<file path="src/sv/fdc_pkg.sv">
`timescale 1ns / 1ps

package fdc_pkg;

  localparam int SAMPLE_WIDTH    = 16;
  localparam int COEFF_WIDTH     = 16;
  localparam int INDEX_WIDTH     = 5;
  localparam int TAP_COUNT_WIDTH = 6;
  localparam int TAPS_DEFAULT    = 32;
  localparam int ACC_WIDTH       = 40;
  localparam int ROUND_SHIFT     = 16;

  localparam logic [TAP_COUNT_WIDTH-1:0] TAP_COUNT_RESET = TAP_COUNT_WIDTH'(32);

  localparam logic signed [ACC_WIDTH-1:0] ROUND_BIAS = ACC_WIDTH'(1) << (ROUND_SHIFT - 1);
  localparam logic signed [ACC_WIDTH-1:0] SAT_HI     = ACC_WIDTH'(2**(SAMPLE_WIDTH-1) - 1);
  localparam logic signed [ACC_WIDTH-1:0] SAT_LO     = ~SAT_HI;

  localparam logic OP_SAMPLE = 1'b0;
  localparam logic OP_LOAD   = 1'b1;

  typedef struct packed {
    logic                           opcode;
    logic signed [SAMPLE_WIDTH-1:0] sample_value;
    logic        [INDEX_WIDTH-1:0]  coeff_index;
    logic signed [COEFF_WIDTH-1:0]  coeff_value;
    logic                           last_sample;
  } in_item_t;

  typedef struct packed {
    logic signed [SAMPLE_WIDTH-1:0] filtered_sample;
    logic                           saturated;
    logic                           final_result;
  } out_item_t;

endpackage

</file>
<file path="src/sv/fir_direct_convolution.sv">
// Direct-form FIR filter with one shared multiply-accumulate. A load beat (opcode 1) writes one
// coefficient into the tap memory. A sample beat (opcode 0) enters a circular delay line and the
// block then walks the L active taps (L = tap_count, 0 taken as 1, capped at TAPS), one history
// read, one coefficient read and one multiply per cycle. A sample marked last adds L - 1 flush
// passes with zero input. The single multiplier and the single read port of each memory set the
// pace of the tap walk. Results pass through a one-entry output register, so the next beat is
// taken while a result still waits; a pass only stalls when it must emit and that register is
// still full. The first L outputs of a stream are dropped, and the last emitted result of a flush
// carries final_result. The delay line is cleared by a fill count, with no sweep.
`timescale 1ns / 1ps

module fir_direct_convolution
  import fdc_pkg::*;
#(
  parameter int TAPS = TAPS_DEFAULT
) (
  input  logic                       clk,
  input  logic                       rst,
  input  logic                       in_valid,
  output logic                       in_ready,
  input  in_item_t                   in_data,
  output logic                       out_valid,
  input  logic                       out_ready,
  output out_item_t                  out_data,
  input  logic                       cfg_wr_en,
  input  logic [TAP_COUNT_WIDTH-1:0] cfg_wr_data
);

  localparam int AW = $clog2(TAPS);
  localparam int LW = $clog2(TAPS + 1);
  localparam int PW = SAMPLE_WIDTH + COEFF_WIDTH;
  localparam logic [AW-1:0] LAST_ADDR = AW'(TAPS - 1);
  localparam logic [LW-1:0] TAPS_L    = LW'(TAPS);
  localparam logic [TAP_COUNT_WIDTH:0] TAPS_C = (TAP_COUNT_WIDTH + 1)'(TAPS);

  localparam logic [1:0] ST_IDLE   = 2'd0;
  localparam logic [1:0] ST_MAC    = 2'd1;
  localparam logic [1:0] ST_FINISH = 2'd2;

  logic [1:0]                  state;
  logic [TAP_COUNT_WIDTH-1:0]  tap_count;
  logic [AW-1:0]               head;
  logic [AW-1:0]               rd_ptr;
  logic [LW-1:0]               fill;
  logic [LW-1:0]               mac_cnt;
  logic [LW-1:0]               flush_cnt;
  logic [LW-1:0]               out_count;
  logic                        last_q;
  logic                        p1;
  logic                        p1_mask;
  logic                        p2;

  logic [SAMPLE_WIDTH-1:0]     hist_mem [TAPS];
  logic [COEFF_WIDTH-1:0]      tap_mem  [TAPS];
  logic [SAMPLE_WIDTH-1:0]     hist_q;
  logic [COEFF_WIDTH-1:0]      tap_q;
  logic signed [PW-1:0]        prod;
  logic signed [ACC_WIDTH-1:0] acc;

  logic [TAP_COUNT_WIDTH:0]    tc_ext;
  logic [LW-1:0]               l_eff;
  logic                        sample_acc;
  logic                        load_acc;
  logic                        adv;
  logic [AW-1:0]               head_inc;
  logic [SAMPLE_WIDTH-1:0]     hist_wdata;
  logic                        issue;
  logic                        mac_done;
  logic signed [ACC_WIDTH-1:0] rnd;
  logic signed [ACC_WIDTH-1:0] shifted;
  logic                        sat_hi;
  logic                        sat_lo;
  logic [SAMPLE_WIDTH-1:0]     y_val;
  logic                        emit;
  logic                        step_done;
  logic                        final_pass;
  logic                        more;
  logic                        load_out;

  always_comb begin
    tc_ext = {1'b0, tap_count};
    if (tap_count == '0) begin
      l_eff = LW'(1);
    end else if (tc_ext > TAPS_C) begin
      l_eff = TAPS_L;
    end else begin
      l_eff = LW'(tc_ext);
    end
  end

  assign in_ready   = (state == ST_IDLE);
  assign sample_acc = in_valid && in_ready && (in_data.opcode == OP_SAMPLE);
  assign load_acc   = in_valid && in_ready && (in_data.opcode == OP_LOAD);
  assign head_inc   = (head == LAST_ADDR) ? '0 : head + AW'(1);
  assign hist_wdata = sample_acc ? in_data.sample_value : '0;

  assign issue    = (state == ST_MAC) && (mac_cnt < l_eff);
  assign mac_done = (state == ST_MAC) && !issue && !p1 && !p2;

  assign rnd     = acc + ROUND_BIAS;
  assign shifted = rnd >>> ROUND_SHIFT;
  assign sat_hi  = shifted > SAT_HI;
  assign sat_lo  = shifted < SAT_LO;
  assign y_val   = sat_hi ? SAT_HI[SAMPLE_WIDTH-1:0] :
                   sat_lo ? SAT_LO[SAMPLE_WIDTH-1:0] : shifted[SAMPLE_WIDTH-1:0];

  assign emit       = (out_count >= l_eff);
  assign step_done  = (state == ST_FINISH) && (!emit || !out_valid || out_ready);
  assign final_pass = last_q && (flush_cnt == l_eff - LW'(1));
  assign more       = last_q && !final_pass;
  assign load_out   = step_done && emit;
  assign adv        = sample_acc || (step_done && more);

  always_ff @(posedge clk) begin
    if (rst) begin
      state     <= ST_IDLE;
      tap_count <= TAP_COUNT_RESET;
      head      <= '0;
      rd_ptr    <= '0;
      fill      <= '0;
      mac_cnt   <= '0;
      flush_cnt <= '0;
      out_count <= '0;
      last_q    <= 1'b0;
      p1        <= 1'b0;
      p1_mask   <= 1'b0;
      p2        <= 1'b0;
      out_valid <= 1'b0;
    end else begin
      if (cfg_wr_en) begin
        tap_count <= cfg_wr_data;
      end

      p1      <= issue;
      p1_mask <= (mac_cnt < fill);
      p2      <= p1;

      if (issue) begin
        mac_cnt <= mac_cnt + LW'(1);
        rd_ptr  <= (rd_ptr == '0) ? LAST_ADDR : rd_ptr - AW'(1);
      end

      if (sample_acc) begin
        last_q    <= in_data.last_sample;
        flush_cnt <= '0;
      end

      if (load_out) begin
        out_valid <= 1'b1;
      end else if (out_ready) begin
        out_valid <= 1'b0;
      end

      unique case (state)
        ST_IDLE: begin
          if (sample_acc) begin
            state <= ST_MAC;
          end
        end
        ST_MAC: begin
          if (mac_done) begin
            state <= ST_FINISH;
          end
        end
        ST_FINISH: begin
          if (step_done) begin
            if (more) begin
              if (!emit) begin
                out_count <= out_count + LW'(1);
              end
              flush_cnt <= flush_cnt + LW'(1);
              state     <= ST_MAC;
            end else begin
              if (last_q) begin
                fill      <= '0;
                out_count <= '0;
              end else if (!emit) begin
                out_count <= out_count + LW'(1);
              end
              state <= ST_IDLE;
            end
          end
        end
        default: begin
          state <= ST_IDLE;
        end
      endcase

      // advance the delay line; takes priority over the end-of-stream clear
      if (adv) begin
        head    <= head_inc;
        rd_ptr  <= head_inc;
        mac_cnt <= '0;
        fill    <= (fill == TAPS_L) ? fill : fill + LW'(1);
      end
    end
  end

  always_ff @(posedge clk) begin
    if (adv) begin
      hist_mem[head_inc] <= hist_wdata;
    end
    hist_q <= hist_mem[rd_ptr];

    if (load_acc && ({{(TAP_COUNT_WIDTH + 1 - INDEX_WIDTH){1'b0}}, in_data.coeff_index} < TAPS_C))
    begin
      tap_mem[AW'(in_data.coeff_index)] <= in_data.coeff_value;
    end
    tap_q <= tap_mem[mac_cnt[AW-1:0]];

    if (p1_mask) begin
      prod <= $signed(hist_q) * $signed(tap_q);
    end else begin
      prod <= '0;
    end

    if (adv) begin
      acc <= '0;
    end else if (p2) begin
      acc <= acc + {{(ACC_WIDTH - PW){prod[PW-1]}}, prod};
    end

    if (load_out) begin
      out_data.filtered_sample <= y_val;
      out_data.saturated       <= sat_hi || sat_lo;
      out_data.final_result    <= final_pass;
    end
  end

  a_idle_pipe_empty: assert property (@(posedge clk) disable iff (rst)
    in_ready |-> !p1 && !p2)
    else $error("multiply pipeline busy while idle");

  a_issue_bound: assert property (@(posedge clk) disable iff (rst)
    (state == ST_MAC) |-> mac_cnt <= l_eff)
    else $error("tap walk ran past the active tap count");

  a_fill_bound: assert property (@(posedge clk) disable iff (rst)
    fill <= TAPS_L)
    else $error("fill count beyond delay line depth");

  a_stream_clear: assert property (@(posedge clk) disable iff (rst)
    step_done && !more && last_q |=> fill == '0 && out_count == '0 && state == ST_IDLE)
    else $error("stream not cleared after final pass");

  a_out_source: assert property (@(posedge clk) disable iff (rst)
    $rose(out_valid) |-> $past(state) == ST_FINISH)
    else $error("result raised outside the rounding step");

endmodule
</file>
<file path="config.mk">
export PLATFORM = sky130hd
export DESIGN_NAME = fir_direct_convolution
export DESIGN_NICKNAME = d
export VERILOG_FILES = /design/src/sv/fdc_pkg.sv /design/src/sv/fir_direct_convolution.sv
export SDC_FILE = /design/constraint.sdc
export NUM_CORES = 2
export LEC_CHECK = 0
export ABC_AREA = 0
export BUFFER_PORTS_ARGS = -buffer_cell sky130_fd_sc_hd__buf_4
export CORE_UTILIZATION = 65
export CTS_CLUSTER_SIZE = 40
export DETAILED_ROUTE_END_ITERATION = 6
export GPL_TIMING_DRIVEN = 0
export PLACE_DENSITY = 0.9
export SETUP_SLACK_MARGIN = 0.3
export SLEW_MARGIN = 5
export SYNTH_ARGS = -nofsm -noshare
export SYNTH_HDL_FRONTEND = slang
export SYNTH_SLANG_ARGS = --single-unit
</file>
<file path="constraint.sdc">
create_clock -name clk -period 13.28 [get_ports clk]
set_input_delay 1.992 -clock clk [delete_from_list [all_inputs] [get_ports clk]]
set_output_delay 1.992 -clock clk [all_outputs]
set_load 0.005 [all_outputs]
</file>
==> impl_metrics.yaml <==
placement:
  gp_congestion: 0.950
  place_hpwl_mm: 105
  portBuffers: 67
timing:
  rsz0062_at_grt: "false"
  fin_skew_ps: 81.4
  fmax_mhz: 134
  worst_slew_pin_slew_ps: 1450
  finalCritPeriodShare_pct: 56.0
  setup_viol: 0
  slew_headroom_pct: 3.28
  hold_viol: 0
  finalSetupTns_ps: 0
  maxSlewViolCount: 0
  fin_crit_ps: 7440
critical_path:
  ff2ff_path_depth: 19
  critPathSlowestCell: "fa_1"
  rrSetupSlack_ps: 5840
  crit_type: "reg -> reg"
  critPathArrivalTime_ps: 8030
  max_stage_delay_ps: 910
  crit_fanout: 10
  crit_required_ps: 13860
  start_kind: "flip-flop"
  r2r_start: "tap_q[1]"
  end_kind: "flip-flop"
  crit_chain: "clkbuf_1, nand2_1, inv_1, fa_1, fa_1, fa_1, fa_1, fa_1, inv_1, fa_1, inv_1, ha_1, nand2_1, nor2_1, nor4_1, a211oi_1, nand2_1, a31oi_1, mux2i_1"
  critPathMostFrequentCell: "fa_1"
  reg2reg_to: "prod[29]"
logic_synthesis:
  synth_flop_cell: "edfxtp_1"
  syn_inst: 3595
  syn_nets: 4055
  synth_seq_cells: 1193
  synthMostInstantiatedCell: "edfxtp_1"
  synth_edf_count: 1042
  ys_types: 78
  synth_common_cells: "1042 x edfxtp_1, 320 x mux4_2, 317 x inv_1"
  yosys.area.top_type: "edfxtp_1"
  synth.area.top_cells: "edfxtp_1 54%, mux4_2 13%, fa_1 9.2%"
  synth_top_area_share_pct: 54.5
  synth_area_um2: 57500
  yosys_warnings: 0
  yosysSeqAreaShare_pct: 59.7
  syn-mean-instance-area_um2: 16.0
  async_reset_ff_share_pct: 0
die:
  die_area_um2: 89600
  initial_utilization_pct: 65.9
  die_x_um: 299
  coreArea_um2: 87200
  num_rows: 108
  die_height_um: 299
  io_pins: 70
run_status:
  status: "finished, violations left"
  violations: "design-rule violations"
clock_network:
  cts_resized: 0
  insertion_delay_ps: 740
  max-clock-path-buffers: 3
  cts-root-buf: "clkbuf_16"
  cts.sinks: 1193
  clkSlewWorstSetupHoldPaths_ps: 70
  cts-buffers-inserted: 110
  h-tree-depth: 3
  postCtsSetupRepairBufs: 0
  postCtsHoldBufs: 0
  cts_tree: "done"
global_route:
  track_usage_pct: 38.9
  antenna_found_initial: 15
  grt_overflow: 0
  grt_max_degree: 33
  grt_pass1_wl_mm: 247
  grt_pass1_vias: 37100
worst_hold_path:
  hold_path_depth: 2
  hp-start: "acc[11]"
  worstHoldEndpoint: "acc[11]"
  hp-class: "reg -> reg"
route:
  firstDrtPassIters: 7
  drt_first_iter_violations: 5712
  via_per_inst: 7.07
  wl_per_cell_um: 33.2
  drc: 49
  ant_nets: 0
  totalWireLength_mm: 169
  vias: 36000
finish:
  syn_to_final_growth_pct: 11.7
  filler_cell_count: 4640
  multi_input_area_um2: 21600
  regArea_um2: 34300
  nets: 4296
  drive_gt1_share_pct: 18.8
job:
  cap_violations: 0
==> worst max-delay path: cells and delay by family, from the launching register on <==
kind / cells / cell delay, ps
and+or+nand+nor: 5 / 870
AOI/OAI and AO/OA: 2 / 900
adders and majority gates: 7 / 3870
buffers and inverters: 4 / 790
DFF: 1 / 610
muxes: 1 / 240
==> logic make-up (layout without fill, tap and decap cells) <==
kind of cell | count (synthesis) | in the layout | synth area share [%]
mux | 383 | 383 | 13.7
compound gates | 281 | 281 | 3.11
other cells | 0 | 9 | 0
buf+inv | 464 | 801 | 3.05
flops | 1193 | 1193 | 59.7
simple gates | 763 | 763 | 6.51
xor+xnor | 101 | 101 | 1.54
fa+ha+maj | 410 | 410 | 12.4
==> worst max-delay path by stage <==
stage / from / to / slack, ps
final: tap_q[1] / prod[29] / 5840
after detailed placement: hist_q[11] / prod[26] / 6160
after global routing: tap_q[1] / prod[29] / 5590
after global placement: out_ready / hist_mem[31][4] / 5950
after floorplan: hist_q[15] / prod[31] / 7360
after CTS: tap_q[1] / prod[29] / 6060
==> cells in the final DEF (no fill, tap or decap), types with 9 or more instances in the layout <==
| master | instances |
|---|---|
| a211oi_1 | 12 |
| a21o_1 | 31 |
| a21oi_1 | 93 |
| a31oi_1 | 14 |
| and2_1 | 167 |
| and3_1 | 17 |
| buf_1 | 38 |
| buf_4 | 73 |
| buf_6 | 9 |
| buf_8 | 46 |
| bufinv_16 | 11 |
| clkbuf_1 | 137 |
| clkbuf_16 | 112 |
| clkinv_1 | 19 |
| clkinv_2 | 17 |
| dfxtp_1 | 151 |
| diode_2 | 9 |
| edfxtp_1 | 1042 |
| fa_1 | 263 |
| ha_1 | 147 |
| inv_1 | 317 |
| mux2_2 | 34 |
| mux2i_1 | 29 |
| mux4_2 | 320 |
| nand2_1 | 215 |
| nand2b_1 | 23 |
| nand3_1 | 39 |
| nand4_1 | 14 |
| nor2_1 | 135 |
| nor2_2 | 64 |
| nor2b_1 | 17 |
| nor3_1 | 19 |
| o21ai_0 | 57 |
| xnor2_1 | 52 |
| xor2_1 | 49 |
==> registers in the layout, summed over array words and instances, names as in the netlist, 2 cells and up <==
register,cells
out_count,6
rd_ptr,5
hist_mem,512
tap_q,16
flush_cnt,6
acc,40
tap_mem,512
out_data,18
state,2
mac_cnt,6
fill,6
hist_q,16
head,5
prod,32
tap_count,6
==> metal layers <==
metal | up-vias | track usage [%] | share of wire (%)
li1 | 13800 | - | -
met1 | 17700 | 47.4 | 32
met2 | 3524 | 59.7 | 46
met3 | 1009 | 13.5 | 14
met4 | 6 | 24.9 | 8.0
met5 | - | 0.476 | 0.053
==> metrics by stage <==
step | instances | hold slack, ps | cell area (um^2) | util [%] | worst slack (ps)
final | 5096 | 494 | 64200 | 73.6 | 5840
after global placement | 4817 | 448 | 59400 | 68.2 | 5950
after detailed placement | 4879 | 461 | 60500 | 69.4 | 6160
after floorplan | 3595 | 425 | 57500 | - | 7360
after global routing | 5088 | 523 | 64200 | 73.6 | 5590
after CTS | 5087 | 493 | 64100 | 73.6 | 6060
==> cell type report <==
type                       count  share of cell area (%)
buffer                       146                   0.873
multi-input combinational   1938                    33.6
timing repair buffer         129                    2.16
sequential                  1193                    53.5
tap                         1155                    2.25
antenna                        9                  0.0351
clock inverter                56                    1.03
inverter                     318                    1.86
clock buffer                 152                    4.70
Power is left out: the tool's default activity adds up to more than one toggle a clock period on the data nets, which glitch-free logic cannot reach.
